**src/hdl/hkrb_pkg.sv**
```systemverilog
// Shared types, opcode and status codes, and the German layout table for the report builder.
package hkrb_pkg;

   localparam int unsigned SLOT_COUNT = 6;

   localparam logic [2:0] OP_PRESS_CHAR   = 3'd0;
   localparam logic [2:0] OP_RELEASE_CHAR = 3'd1;
   localparam logic [2:0] OP_PRESS_CODE   = 3'd2;
   localparam logic [2:0] OP_RELEASE_CODE = 3'd3;
   localparam logic [2:0] OP_RELEASE_ALL  = 3'd4;

   localparam logic [1:0] STATUS_OK       = 2'd0;
   localparam logic [1:0] STATUS_UNMAPPED = 2'd1;
   localparam logic [1:0] STATUS_FULL     = 2'd2;

   localparam logic [5:0] ISO_PLACEHOLDER = 6'h03;
   localparam logic [7:0] ISO_USAGE       = 8'h64;
   localparam logic [7:0] RAW_USAGE_BASE  = 8'd136;

   typedef struct packed {
      logic [2:0] opcode;
      logic [7:0] key_code;
   } req_type;

   typedef struct packed {
      logic       report_sent;
      logic [1:0] status;
      logic [7:0] report_modifiers;
      logic [7:0] report_key0;
      logic [7:0] report_key1;
      logic [7:0] report_key2;
      logic [7:0] report_key3;
      logic [7:0] report_key4;
      logic [7:0] report_key5;
   } rsp_type;

   // Bit 7: left shift, bit 6: AltGr, bits 5:0: usage. Zero means unmapped.
   localparam logic [7:0] LAYOUT_ROM [256] = '{
      8'h00,8'h00,8'h00,8'h00,8'h00,8'h00,8'h00,8'h00,8'h2a,8'h2b,8'h28,8'h00,8'h00,8'h00,8'h00,8'h00,
      8'h00,8'h00,8'h00,8'h00,8'h00,8'h00,8'h00,8'h00,8'h00,8'h00,8'h00,8'h00,8'h00,8'h00,8'h00,8'h00,
      8'h2c,8'h9e,8'h9f,8'h31,8'ha1,8'ha2,8'ha3,8'hb1,8'ha5,8'ha6,8'hb0,8'h30,8'h36,8'h38,8'h37,8'ha4,
      8'h27,8'h1e,8'h1f,8'h20,8'h21,8'h22,8'h23,8'h24,8'h25,8'h26,8'hb7,8'hb6,8'h03,8'ha7,8'h83,8'had,
      8'h54,8'h84,8'h85,8'h86,8'h87,8'h88,8'h89,8'h8a,8'h8b,8'h8c,8'h8d,8'h8e,8'h8f,8'h90,8'h91,8'h92,
      8'h93,8'h94,8'h95,8'h96,8'h97,8'h98,8'h99,8'h9a,8'h9b,8'h9d,8'h9c,8'h65,8'h6d,8'h66,8'h35,8'hb8,
      8'hae,8'h04,8'h05,8'h06,8'h07,8'h08,8'h09,8'h0a,8'h0b,8'h0c,8'h0d,8'h0e,8'h0f,8'h10,8'h11,8'h12,
      8'h13,8'h14,8'h15,8'h16,8'h17,8'h18,8'h19,8'h1a,8'h1b,8'h1d,8'h1c,8'h64,8'h43,8'h67,8'h70,8'h2a,
      8'h00,8'h00,8'h00,8'h00,8'h00,8'h00,8'h00,8'h00,8'h2a,8'h2b,8'h28,8'h00,8'h00,8'h00,8'h00,8'h00,
      8'h00,8'h00,8'h00,8'h00,8'h00,8'h00,8'h00,8'h00,8'h00,8'h00,8'h00,8'h00,8'h00,8'h00,8'h00,8'h00,
      8'h6c,8'hde,8'h46,8'he0,8'h00,8'h00,8'hc3,8'ha0,8'h6f,8'h00,8'h00,8'h00,8'h00,8'h00,8'h00,8'h00,
      8'hb5,8'h00,8'h5f,8'h60,8'h2e,8'h50,8'h00,8'h00,8'h00,8'h00,8'h00,8'h00,8'h00,8'h00,8'h00,8'h00,
      8'h00,8'h00,8'h00,8'h00,8'hb4,8'h00,8'h00,8'h00,8'h00,8'h00,8'h00,8'h00,8'h00,8'h00,8'h00,8'h00,
      8'h00,8'h00,8'h00,8'h00,8'h00,8'h00,8'hb3,8'h00,8'h00,8'h00,8'h00,8'h00,8'haf,8'h00,8'h00,8'h2d,
      8'h00,8'h00,8'h00,8'h00,8'h34,8'h00,8'h00,8'h00,8'h00,8'h00,8'h00,8'h00,8'h00,8'h00,8'h00,8'h00,
      8'h00,8'h00,8'h00,8'h00,8'h00,8'h00,8'h33,8'h00,8'h00,8'h00,8'h00,8'h00,8'h2f,8'h48,8'h00,8'h00
   };

endpackage

```
**src/hdl/hid_keyboard_report_builder.sv**
```systemverilog
// HID boot keyboard report builder: six key slots and a modifier byte, one event per transfer.
// A request transfer is captured in the input register, and its result is then
// registered in the result register and shown on rsp_valid.
// Throughput: one event per cycle while rsp_stall does not hold the output; the slot compare,
// table lookup and slot update all sit in the single stage between the two registers.
// Reset empties all slots, clears the modifiers and drops both stages.
module hid_keyboard_report_builder
   import hkrb_pkg::*;
(
   input  logic    clock,
   input  logic    reset,
   input  logic    req_valid,
   output logic    req_stall,
   input  req_type req_data,
   output logic    rsp_valid,
   input  logic    rsp_stall,
   output rsp_type rsp_data
);

   logic       in_valid_ff, in_valid_in;
   req_type    in_data_ff;
   logic       out_valid_ff, out_valid_in;
   rsp_type    out_data_ff, out_data_in;
   logic [7:0] keys_ff [SLOT_COUNT];
   logic [7:0] keys_in [SLOT_COUNT];
   logic [7:0] mods_ff, mods_in;

   logic       advance;
   logic       accept;

   logic [7:0] entry;
   logic [7:0] rom_usage;
   logic [7:0] rom_mask;
   logic       is_press;
   logic       is_key_op;
   logic       mapped;
   logic [7:0] usage;
   logic [7:0] mod_mask;
   logic [SLOT_COUNT-1:0] hit;
   logic [SLOT_COUNT-1:0] empty;
   logic [SLOT_COUNT-1:0] first_empty;
   logic       present;
   logic       full;
   logic       sent;
   logic [1:0] status;

   assign advance   = in_valid_ff && (!out_valid_ff || !rsp_stall);
   assign req_stall = in_valid_ff && !advance;
   assign accept    = req_valid && !req_stall;

   assign in_valid_in  = accept || (in_valid_ff && !advance);
   assign out_valid_in = advance || (out_valid_ff && rsp_stall);

   // Resolve the key event to a usage, a modifier mask and a mapped flag.
   always_comb begin
      entry     = LAYOUT_ROM[in_data_ff.key_code];
      rom_usage = (entry[5:0] == ISO_PLACEHOLDER) ? ISO_USAGE : {2'b00, entry[5:0]};
      rom_mask  = {1'b0, entry[6], 4'b0000, entry[7], 1'b0};
      is_press  = (in_data_ff.opcode == OP_PRESS_CHAR) || (in_data_ff.opcode == OP_PRESS_CODE);
      is_key_op = (in_data_ff.opcode == OP_PRESS_CHAR) || (in_data_ff.opcode == OP_RELEASE_CHAR)
               || (in_data_ff.opcode == OP_PRESS_CODE) || (in_data_ff.opcode == OP_RELEASE_CODE);
      if (((in_data_ff.opcode == OP_PRESS_CODE) || (in_data_ff.opcode == OP_RELEASE_CODE))
          && in_data_ff.key_code[7]) begin
         mapped = 1'b1;
         if (in_data_ff.key_code >= RAW_USAGE_BASE) begin
            usage    = in_data_ff.key_code - RAW_USAGE_BASE;
            mod_mask = 8'h00;
         end else begin
            usage    = 8'h00;
            mod_mask = 8'(1) << in_data_ff.key_code[2:0];
         end
      end else begin
         mapped   = (entry != 8'h00);
         usage    = rom_usage;
         mod_mask = rom_mask;
      end
   end

   always_comb begin
      for (int i = 0; i < SLOT_COUNT; i++) begin
         hit[i]   = (keys_ff[i] == usage);
         empty[i] = (keys_ff[i] == 8'h00);
      end
      first_empty = empty & ~(empty - SLOT_COUNT'(1));
      present     = |hit;
      full        = !present && !(|empty);
   end

   // Next report state and the status of this event.
   always_comb begin
      keys_in = keys_ff;
      mods_in = mods_ff;
      sent    = 1'b0;
      status  = STATUS_OK;
      if (in_data_ff.opcode == OP_RELEASE_ALL) begin
         for (int i = 0; i < SLOT_COUNT; i++) begin
            keys_in[i] = 8'h00;
         end
         mods_in = 8'h00;
         sent    = 1'b1;
      end else if (is_key_op) begin
         if (!mapped) begin
            status = STATUS_UNMAPPED;
         end else if (is_press) begin
            mods_in = mods_ff | mod_mask;
            if (full) begin
               status = STATUS_FULL;
            end else begin
               sent = 1'b1;
               if (!present) begin
                  for (int i = 0; i < SLOT_COUNT; i++) begin
                     if (first_empty[i]) begin
                        keys_in[i] = usage;
                     end
                  end
               end
            end
         end else begin
            mods_in = mods_ff & ~mod_mask;
            sent    = 1'b1;
            if (usage != 8'h00) begin
               for (int i = 0; i < SLOT_COUNT; i++) begin
                  if (hit[i]) begin
                     keys_in[i] = 8'h00;
                  end
               end
            end
         end
      end
   end

   always_comb begin
      out_data_in.report_sent      = sent;
      out_data_in.status           = status;
      out_data_in.report_modifiers = mods_in;
      out_data_in.report_key0      = keys_in[0];
      out_data_in.report_key1      = keys_in[1];
      out_data_in.report_key2      = keys_in[2];
      out_data_in.report_key3      = keys_in[3];
      out_data_in.report_key4      = keys_in[4];
      out_data_in.report_key5      = keys_in[5];
   end

   always_ff @(posedge clock) begin
      if (reset) begin
         in_valid_ff  <= 1'b0;
         out_valid_ff <= 1'b0;
         mods_ff      <= 8'h00;
         for (int i = 0; i < SLOT_COUNT; i++) begin
            keys_ff[i] <= 8'h00;
         end
      end else begin
         in_valid_ff  <= in_valid_in;
         out_valid_ff <= out_valid_in;
         if (advance) begin
            mods_ff <= mods_in;
            keys_ff <= keys_in;
         end
      end
   end

   // Hold payloads while their stage is stalled.
   always_ff @(posedge clock) begin
      if (accept) begin
         in_data_ff <= req_data;
      end
      if (advance) begin
         out_data_ff <= out_data_in;
      end
   end

   assign rsp_valid = out_valid_ff;
   assign rsp_data  = out_data_ff;

endmodule
```
**config.mk**
```make
export PLATFORM = sky130hd
export DESIGN_NAME = hid_keyboard_report_builder
export DESIGN_NICKNAME = d
export VERILOG_FILES = /design/src/hdl/hkrb_pkg.sv /design/src/hdl/hid_keyboard_report_builder.sv
export SDC_FILE = /design/constraint.sdc
export NUM_CORES = 1
export LEC_CHECK = 0
export BUFFER_PORTS_ARGS = -buffer_cell sky130_fd_sc_hd__buf_4
export CORE_MARGIN = 1
export CORE_UTILIZATION = 35
export CTS_CLUSTER_DIAMETER = 30
export DETAILED_ROUTE_END_ITERATION = 12
export MAX_ROUTING_LAYER = met4
export PLACE_DENSITY = 0.51
export SLEW_MARGIN = 20
export SYNTH_ARGS = -nofsm -noshare
export SYNTH_HDL_FRONTEND = slang
export SYNTH_SLANG_ARGS = --single-unit
```
**constraint.sdc**
```tcl
create_clock -name clock -period 5.4 [get_ports clock]
set_clock_uncertainty 0.1 [all_clocks]
set_input_delay 1.08 -clock clock [delete_from_list [all_inputs] [get_ports clock]]
set_output_delay 1.08 -clock clock [all_outputs]
set_load 0.02 [all_outputs]
```
---- After elaboration in Yosys (flattened, before gate mapping) ----
Memories as Yosys holds them, arrays and structs flattened.
Index checks and enable logic that the tools add are counted.
storage, ports and cells
  flip-flop bits (word level) ............. 128
  ROM bits ................................ 2048
  input port bits ......................... 15
  output and inout port bits .............. 61
  word-level logic and storage cells ...... 118
  memories ................................ 1
operators by class
  add/subtract/negate cells ............... 2
  magnitude comparators ................... 2
  eq/ne operators ......................... 11
  shift operators ......................... 1
  muxes and demuxes ....................... 38
  bitwise operators ....................... 9
  reduce and logical (&&, ||, !) cells .... 33
memory list
  name              words  width  rd ports  clocked after Yosys merged registers in  wr ports  line                               RTL
  (name not given)  256    8      1         0                                        0         hid_keyboard_report_builder.sv:56  entry = LAYOUT_ROM[in_data_ff.key_code];
operators with widths
  operator                                                            count
  48-bit 2-to-1 mux                                                   7
  8-bit 2-to-1 mux                                                    22
  8-bit == test                                                       6
  8-bit logical NOT                                                   6
  8-bit nonzero test                                                  2
  6-bit OR reduction                                                  2
  9-bit greater-or-equal comparator, second input constant            1
  8-bit inverter with 9-bit output                                    1
  8-bit bitwise AND                                                   1
  8-bit greater-or-equal comparator, second input constant            1
  1-bit logical OR                                                    8
  8-bit inverter                                                      1
  8-bit OR                                                            1
  1-bit by 3-bit << shifter with 8-bit output, first input constant   1
  8-bit subtractor, second input constant                             1
  1-bit 2-to-1 mux                                                    7
  7-bit 2-to-1 mux                                                    1
  6-bit bitwise AND                                                   1
  3-bit by 2-bit == test with 1-bit output, second input constant     2
  6-bit by 2-bit == test with 1-bit output, second input constant     1
  1-bit logical AND                                                   6
  1-bit logical NOT                                                   6
  6-bit inverter                                                      1
  6-bit by 1-bit subtractor with 6-bit output, second input constant  1
  other kinds (7)                                                     9

---- Depth between registers and ports, before layout ----
Gate-level depths: netlist of run 1.
  word-level depth ........................ 16
  gate-level depth with buffers ........... 18
  mapped depth without buffers ............ 14

---- Worst setup path before layout of run 1 ----
No wires, ideal clock.
  kind .................................... reg-to-reg
  from .................................... register in_data_ff[0] (netlist bit)
  to ...................................... register out_data_ff, in the netlist rsp_data[10] (data pin)
  setup time .............................. 143 ps
  arrival ................................. 4234 ps
  required time ........................... 5157 ps
  path slack .............................. 923 ps
  cell stages (with the launch flop) ...... 19
  buffers on the path ..................... 4
  period minus slack after synthesis ...... 4477 ps
  cell sequence ........................... edfxtp_1 > inv_1 > ha_1 > clkbuf_1 > o21ai_0 > nor3_1 > or4_1 > and3_1 > buf_6 > a211oi_4 > and4b_1 > buf_4 > nor2_2 > o2111ai_2 > nor4_4 > or3_4 > or3_4 > buf_6 > o21ai_2
RTL lines
  item                    line                                RTL
  start, declared         hid_keyboard_report_builder.sv:21   req_type in_data_ff;
  start signal, assigned  hid_keyboard_report_builder.sv:165  in_data_ff <= req_data;
  end signal, assigned    hid_keyboard_report_builder.sv:168  out_data_ff <= out_data_in;
  end, declared           hid_keyboard_report_builder.sv:23   rsp_type out_data_ff, out_data_in;

==> results.ini, run 1 <==
[logic_synthesis]
synthesis.area_um2 = 8234
ys.warnings.count = 0
syn_area_per_cell_um2 = 8.577
ys_seq_area_frac = 0.3963
synth_top_area_cell = edfxtp_1
synth_top_flop_cell = edfxtp_1
yosys-top-cells-area = edfxtp_1 (26%), dfxtp_1 (14%), nand2_1 (6.2%), o21ai_0 (4.7%), xnor2_1 (3.1%)
syn_nets = 984
synth_top_cell_area_share = 0.2553
synth-async-reset-ratio = 0
synth-seq-cells = 128
syn_inst = 960
synth-edff-count = 70
synthDistinctLibCells = 89

[clock_tree]
cts_root_buffer = clkbuf_16
clk_path_buf_depth = 2
clk_latency_ns = 0.43
h-tree-depth = 4
cts_made_buffers = 17
post_cts_buffers = 0
postCtsHoldBufs = 0
clk_pin_slew_ns = 0.06
clkSinkCount = 128
cts_tree = yes

[route]
remaining_drc_errors = 0
initialDrtViolationCount = 981
dr_total_vias = 8358
viasPerCell = 5.957
first_pass_iters = 6
routedWlPerCell_um = 22.19
finalWirelength_um = 31130
final_antenna_net_count = 0

[setup_path]
critPathBufInv = 4
worstSetupPathDepth = 16
crit_slowest_cell = edfxtp_1
required_ns = 5.44
crit_end = rsp_data[19]
reg2regPathDepth = 16
cp.arrival_ns = 5.11
crit_type = register to register
crit_path_end_kind = register
cp_cell_sequence = or2_1 -> nor3_1 -> or4_1 -> and3_1 -> buf_4 -> a21boi_2 -> buf_4 -> xnor2_1 -> nor4b_1 -> o2111ai_1 -> nor3_1 -> nor3_2 -> buf_4 -> nand3_1 -> buf_4 -> o21ai_0
critical_path.startpoint_type = register
cp_max_fo = 20
reg2reg_slack_ns = 0.33
cpMostUsedCell = buf_4
slowest_delay_ns = 0.78
critPathTopFamily = simple AND/OR/NAND/NOR gates
timing.rr.end = rsp_data[19]
critPathLaunch = in_data_ff[3]
reg2reg_from = in_data_ff[3]

[floorplan]
io_pins = 76
fp.coreArea_um2 = 22850
die_w_um = 155.4
die-area_um2 = 24140
num_rows = 55
start_util = 0.3604
chipHeight_um = 155.4

[sta]
finalSetupViolCount = 0
tns_ns = 0
min_period_over_period = 0.9395
grt_setup_unrepaired = no
slew_headroom = 0.3146
fin_crit_ns = 5.073
fmax_mhz = 197.1
drv_slew = 0
tightest_slew_ns = 1.026
hold_violations = 0

[finish]
drive_above_1_share = 0.2211
nets = 1101
multiInputGateArea_um2 = 4561
final_common_cell = buf_4
regArea_um2 = 3263
diodes = 0
area_delta_synth_final_pct = 23.42
n_fill_cell = 2286
final_cell_mix = buf_4 (157), nand2_1 (136), o21ai_0 (77)

[job]
cap_violations = 0

[global_route]
grtUsageTotal = 0.2701
grt_pass1_vias = 7906
grt_pass1_wl_um = 47890
antenna_found_initial = 0
overflow = 0
grt_max_degree = 51

[power]
peakVddDrop_v = 0.0001753
powerDensity_nw_per_um2 = 282.1
leakagePower_nw = 3.680
p_total_mw = 2.867

[place]
globalplace.congestion = 0.9528
io_buffers = 75
dpl.hpwl_um = 22570

[hold_path]
min_path_type = register to register

[outcome]
outcome = finished clean

[how the worst min path moves through the flow]
| stage | depth (start not counted) | end | slack (ns) | from |
|---|---|---|---|---|
| detailed placement | 2 | mods_ff[2] | 0.35 | mods_ff[2] |
| floorplan | 2 | mods_ff[4] | 0.34 | mods_ff[4] |
| CTS | 2 | mods_ff[2] | 0.36 | mods_ff[2] |
| global route | 2 | mods_ff[2] | 0.37 | mods_ff[2] |
| global placement | 2 | mods_ff[1] | 0.34 | mods_ff[1] |
| finish | 2 | mods_ff[2] | 0.35 | mods_ff[2] |
[cell families after synthesis]
family	after synthesis	share of synthesized area
AO/OA/AOI/OAI	303	0.2544
XOR/XNOR	35	0.03723
adder cells (fa/ha/maj)	9	0.01368
buffers and inverters	95	0.05136
flip-flops	128	0.3963
multiplexers	11	0.01368
AND/OR/NAND/NOR	379	0.2334
[worst register-to-register path, stage by stage, from the launching register on]
cell       delay (ns)
edfxtp_1         0.78
or2_1            0.38
nor3_1           0.09
or4_1            0.54
and3_1           0.25
buf_4            0.18
a21boi_2         0.29
buf_4            0.21
xnor2_1          0.06
nor4b_1          0.32
o2111ai_1        0.15
nor3_1           0.65
nor3_2           0.19
buf_4            0.22
nand3_1          0.07
buf_4            0.17
o21ai_0          0.12
[state kept, by name, indices dropped and copies added (netlist names)]
signal,count
rsp_valid,1
in_data_ff,11
rsp_data,59
in_valid_ff,1
keys_ff,48
mods_ff,8
[final cells by class]
cell class / instances / share of cell area
Tap cell: 313 / 0.03854
Sequential cell: 128 / 0.3211
Multi-Input combinational cell: 737 / 0.4488
Inverter: 33 / 0.01219
Timing Repair Buffer: 160 / 0.1219
Clock buffer: 18 / 0.04223
Clock inverter: 14 / 0.01527
[stage by stage]
stage | setup WS, ns | utilization | hold slack, ns | std cells | instance area (um^2)
floorplan | 0.9226 | - | 0.3360 | 960 | 8234
finish | 0.3269 | 0.4448 | 0.3534 | 1403 | 10160
detailed placement | 0.3715 | 0.4187 | 0.3469 | 1371 | 9565
global route | 0.05585 | 0.4448 | 0.3692 | 1403 | 10160
global placement | 0.3553 | 0.4187 | 0.3423 | 1371 | 9565
CTS | 0.3485 | 0.4443 | 0.3559 | 1403 | 10150
[cells in the mapped netlist (20+ instances only)]
cell,instances
clkbuf_1,31
a31oi_1,20
nor3_1,28
xnor2_1,29
nand2_1,136
o21ai_0,77
edfxtp_1,70
nor2_1,63
nand3_1,27
dfxtp_1,58
a21oi_1,48
buf_2,20
inv_1,33
[what timing repair did]
| action | CTS | global route |
|---|---|---|
| resized for setup | 0 | 2 |
| setup endpoints to repair | 0 | 24 |
| hold endpoints to repair | 0 | 0 |
[layer usage]
metal,global-route usage,share of wire,up-vias
met2,0.3812,0.42,458
met3,0.05989,0.090,78
met1,0.3825,0.46,3997
li1,-,-,3825
met4,0.07890,0.026,0
met5,-,0,-
[report_power, final]
part	leakage [nW]	internal, mW	total (mW)	switching (mW)
clock network	0.287	0.689	1.18	0.494
logic	2.26	0.224	0.606	0.383
registers	1.14	1.05	1.08	0.0240
Power figures use the tool's default switching activity.
==> run 2, diff against run 1 <==
--- a/config.mk
+++ b/config.mk
@@ -5,13 +5,14 @@
 export SDC_FILE = /design/constraint.sdc
 export NUM_CORES = 1
 export LEC_CHECK = 0
+export ABC_AREA = 1
 export BUFFER_PORTS_ARGS = -buffer_cell sky130_fd_sc_hd__buf_4
 export CORE_MARGIN = 1
 export CORE_UTILIZATION = 35
 export CTS_CLUSTER_DIAMETER = 30
 export DETAILED_ROUTE_END_ITERATION = 12
 export MAX_ROUTING_LAYER = met4
-export PLACE_DENSITY = 0.51
+export PLACE_DENSITY = 0.5
 export SLEW_MARGIN = 20
 export SYNTH_ARGS = -nofsm -noshare
 export SYNTH_HDL_FRONTEND = slang
==> results.ini, run 2 <==
[outcome]
outcome = finished, violations left
failed_checks = design-rule violations

[setup_path]
cpMostUsedCell = nand2_1
crit_slowest_cell = edfxtp_1
reg2reg_from = in_data_ff[1]
required_ns = 5.48
slowest_delay_ns = 0.39
reg2regPathDepth = 29
cp.arrival_ns = 4.89
crit_type = register to register
reg2reg_slack_ns = 0.60
crit_path_end_kind = register
cp_max_fo = 14
critical_path.startpoint_type = register
timing.rr.end = rsp_data[10]

[power]
internal_power_mw = 2.044
combPwrFrac = 0.302
net-switching-power_mw = 1.229
powerDensity_nw_per_um2 = 300.8
peakVddDrop_v = 0.0001580
switching_share = 0.3755
leakagePower_nw = 5.178
power.share.clock = 0.339
power_frac_seq = 0.359

[global_route]
grt_max_degree = 172
grt_pass1_wl_um = 50740
grtUsageTotal = 0.2411
gr-usage-met3 = 0.03146
antenna_found_initial = 0
top_usage_layer = met2
met2_usage = 0.3659
overflow = 0
grt_pass1_vias = 9134
grt_util_met1 = 0.3293

[route]
remaining_drc_errors = 4
routedWlPerCell_um = 16.86
first_pass_iters = 12
viasPerCell = 5.232
finalWirelength_um = 31760
dr_total_vias = 9857
final_antenna_net_count = 0
initialDrtViolationCount = 852

[clock_tree]
clk_path_buf_depth = 2
clk_latency_ns = 0.43
clkSinkCount = 128
cts_tree = yes
postCtsHoldBufs = 0
clk_pin_slew_ns = 0.07
cts_made_buffers = 17
cts_root_buffer = clkbuf_16
h-tree-depth = 4

[finish]
diodes = 0
final_common_cell = nand2_1
nets = 1560
final_cell_mix = nand2_1 (529), inv_1 (153), a21oi_1 (137)
area_delta_synth_final_pct = 15.89
drive_above_1_share = 0.1240
fin_cells = 1884
largest_reg_flops = 59

[logic_synthesis]
ys_top_cells_by_count = nand2_1 (530), inv_1 (155), a21oi_1 (138)
syn_inst = 1480
synth_top_flop_cell = edfxtp_1
synthDistinctLibCells = 42
syn_area_per_cell_um2 = 6.343
yosysMostFrequentCell = nand2_1
ys_seq_area_frac = 0.3476
syn_nets = 1504
synth-seq-cells = 128
synth_top_area_cell = edfxtp_1
yosys-top-cells-area = edfxtp_1 (22%), nand2_1 (21%), dfxtp_1 (12%), a21oi_1 (7.4%), inv_1 (6.2%)
synth-edff-count = 70
synth_top_cell_area_share = 0.2239
ys.warnings.count = 0
synthesis.area_um2 = 9388
synth-async-reset-ratio = 0

[place]
dp.cells = 1851
globalplace.congestion = 0.9908
io_buffers = 75
dpl.hpwl_um = 21920

[floorplan]
start_util = 0.3582
fp.coreArea_um2 = 26210
die-area_um2 = 27480
die_w_um = 165.8
io_pins = 76
chipHeight_um = 165.8
num_rows = 59

[sta]
hold_violations = 0
tns_ns = 0
tightest_slew_ns = 1.057
slew_headroom = 0.2935
fmax_mhz = 208.2
drv_slew = 0
min_period_over_period = 0.8896
fin_crit_ns = 4.804
grt_setup_unrepaired = no
finalSetupViolCount = 0

[hold_path]
min_path_cells = 2
min_path_type = register to register
whs_endpoint = mods_ff[5]
hp-start = mods_ff[5]

[job]
cap_violations = 0

-- run 2: timing repair --
item / CTS / global route
gates resized for setup: 0 / 0
endpoints found under the setup margin: 0 / 1
buffers inserted: 0 / 1
-- run 2: layout make-up --
cell class	instances	area (um^2)
multi-input combinational	1104	5110
inverter	170	639.4
clock inverter	13	103.9
tap	335	419.2
clock buffer	19	442.9
sequential	128	3263
timing repair buffer	115	900.9
fill	2825	15330
-- run 2: worst max path at each step --
| stage | startpoint | to | slack [ns] |
|---|---|---|---|
| global route | in_data_ff[1] | rsp_data[20] | 0.21 |
| detailed placement | in_data_ff[0] | rsp_data[41] | 0.51 |
| CTS | in_data_ff[0] | rsp_data[10] | 0.49 |
| finish | in_data_ff[1] | rsp_data[10] | 0.60 |
| global placement | in_data_ff[0] | rsp_data[10] | 0.56 |
| floorplan | rsp_stall | rsp_data[0] | 1.42 |
-- run 2: worst max-delay path, delay by kind of cell (launching register included) --
kind                     cells  cell delay [ns]
AND/OR/NAND/NOR             20             2.10
buffers and inverters        6             1.07
AO/OA/AOI/OAI                2             0.51
flip-flops                   1             0.39
adder cells (fa/ha/maj)      1             0.36
-- run 2: power by group through the flow --
stage	sequential (mW)	clock, mW	combinational, mW
floorplan	1.21	0	0.685
global placement	1.19	0	0.982
detailed placement	1.19	0	0.977
CTS	1.17	1.13	0.981
global route	1.18	1.17	1.11
finish	1.17	1.11	0.987
-- run 2: metal layers --
layer  part of all wire  routed length (um)
met4              0.025                 787
met2               0.45               14140
met5                  0                   0
met3              0.060                1919
met1               0.47               14920
-- run 2: cell families after synthesis --
logic type,after synthesis,synth area share
AND/OR/NAND/NOR,819,0.3716
AO/OA/AOI/OAI,263,0.1471
buffers and inverters,248,0.1096
flip-flops,128,0.3476
XOR/XNOR,13,0.01213
adder cells (fa/ha/maj),9,0.01200
-- run 2: stage by stage --
step / cell area (um^2) / total power, mW / utilization / hold WS (ns) / setup WS (ns)
2_1_floorplan: 9388 / 1.892 / - / 0.3646 / 1.417
3_3_place_gp: 10320 / 2.177 / 0.3939 / 0.4221 / 0.5553
3_5_place_dp: 10320 / 2.171 / 0.3939 / 0.4278 / 0.5115
4_1_cts: 10870 / 3.285 / 0.4148 / 0.4465 / 0.4862
5_1_grt: 10880 / 3.464 / 0.4151 / 0.4893 / 0.2073
6_report: 10880 / 3.272 / 0.4151 / 0.4428 / 0.5959
==> run 3, diff against run 2 <==
--- a/config.mk
+++ b/config.mk
@@ -11,7 +11,6 @@
 export CORE_UTILIZATION = 35
 export CTS_CLUSTER_DIAMETER = 30
 export DETAILED_ROUTE_END_ITERATION = 12
-export MAX_ROUTING_LAYER = met4
 export PLACE_DENSITY = 0.5
 export SLEW_MARGIN = 20
 export SYNTH_ARGS = -nofsm -noshare
==> results.ini, run 3 (same netlist as run 2, synthesis figures left out) <==
[outcome]
outcome = finished, violations left
failed_checks = design-rule violations

[sta]
finalHoldWorstSlack_ns = 0.4517
drv_slew = 0
grt_setup_unrepaired = no
min_period_over_period = 0.8962
finalSetupViolCount = 0
hold_violations = 0
slew_headroom = 0.3091
tightest_slew_ns = 1.034
tns_ns = 0
fin_crit_ns = 4.840
fmax_mhz = 206.6

[clock_tree]
clk_path_buf_depth = 2
clk_latency_ns = 0.44
post_cts_resized = 0
cts_made_buffers = 17
cts_root_buffer = clkbuf_16
clkSinkCount = 128
postCtsHoldBufs = 0
h-tree-depth = 4
post_cts_buffers = 0
cts_tree = yes
clk_pin_slew_ns = 0.07

[route]
finalWirelength_um = 31650
final_antenna_net_count = 0
initialDrtViolationCount = 803
dr_total_vias = 9787
first_pass_iters = 9
routedWlPerCell_um = 16.77
remaining_drc_errors = 4
viasPerCell = 5.187

[setup_path]
cpMostUsedCell = nand2_1
cp_max_fo = 14
reg2reg_slack_ns = 0.56
critPathTopFamily = simple AND/OR/NAND/NOR gates
crit_path_end_kind = register
slowest_delay_ns = 0.58
cp.arrival_ns = 4.93
critical_path.startpoint_type = register
crit_type = register to register
crit_slowest_cell = edfxtp_1
required_ns = 5.49
critPathBufInv = 7

[finish]
diodes = 0
largest_reg_flops = 59
final_common_cell = nand2_1
nets = 1563
final_cell_mix = nand2_1 (529), inv_1 (153), a21oi_1 (137)
drive_above_1_share = 0.1263
area_delta_synth_final_pct = 16.58

[global_route]
grtUsageTotal = 0.2340
overflow = 0
grt_pass1_vias = 9283
grt_max_degree = 168
antenna_found_initial = 0
grt_pass1_wl_um = 51110

[floorplan]
fp.coreArea_um2 = 26210
start_util = 0.3582
die_w_um = 165.8
chipHeight_um = 165.8
io_pins = 76
num_rows = 59
die-area_um2 = 27480

[place]
dpl.hpwl_um = 22040
io_buffers = 75
globalplace.congestion = 0.9626

[power]
peakVddDrop_v = 0.0001970
leakagePower_nw = 5.220
powerDensity_nw_per_um2 = 311.9

[job]
cap_violations = 0

[hold_path]
min_path_type = register to register

==> run 3: final timing paths <==
path            startpoint           end  depth (start not counted)
max          in_data_ff[0]  rsp_data[10]                         29
max reg2reg  in_data_ff[0]  rsp_data[10]                         29
min             mods_ff[4]    mods_ff[4]                          2
min reg2reg     mods_ff[4]    mods_ff[4]                          2
==> run 3: area by class of cell <==
cell class | count | area, um^2
clock buffers | 17 | 425.4
clock inverters | 15 | 190.2
fillers | 2776 | 15260
inverters | 170 | 638.1
multi-input cells | 1104 | 5110
flip-flops and latches | 128 | 3263
well taps | 335 | 419.2
repair buffers | 118 | 898.4
==> run 3: routing by layer <==
layer  vias up  part of all wire  global-route usage  wire length, um
met2       344              0.45              0.3692            14290
met3        54             0.055             0.03908             1733
met5         -                 0                   0                0
met1      4481              0.47              0.3228            14800
li1       4908                 -                   -                -
met4         0             0.026             0.08208              825
==> run 3: power by group <==
| part | switching (mW) | internal [mW] |
|---|---|---|
| registers | 0.0685 | 1.11 |
| logic | 0.657 | 0.329 |
| clock network | 0.546 | 0.706 |
| total | 1.27 | 2.14 |
==> run 3: tightest hold or removal path: cells and delay by family, from the launching register on <==
kind,cells,cell delay (ns)
AO/OA/AOI/OAI,2,0.18
flip-flops,1,0.33
==> run 3: per-stage QoR <==
stage / cell area [um^2] / utilization / setup slack [ns] / cells / power (mW)
final: 10940 / 0.4176 / 0.5605 / 1887 / 3.413
after global routing: 10940 / 0.4176 / 0.1169 / 1887 / 3.615
after CTS: 10940 / 0.4176 / 0.5906 / 1887 / 3.434
after detailed placement: 10330 / 0.3941 / 0.6094 / 1855 / 2.173
after global placement: 10330 / 0.3941 / 0.6851 / 1855 / 2.179
after floorplan: 9388 / - / 1.417 / 1480 / 1.892
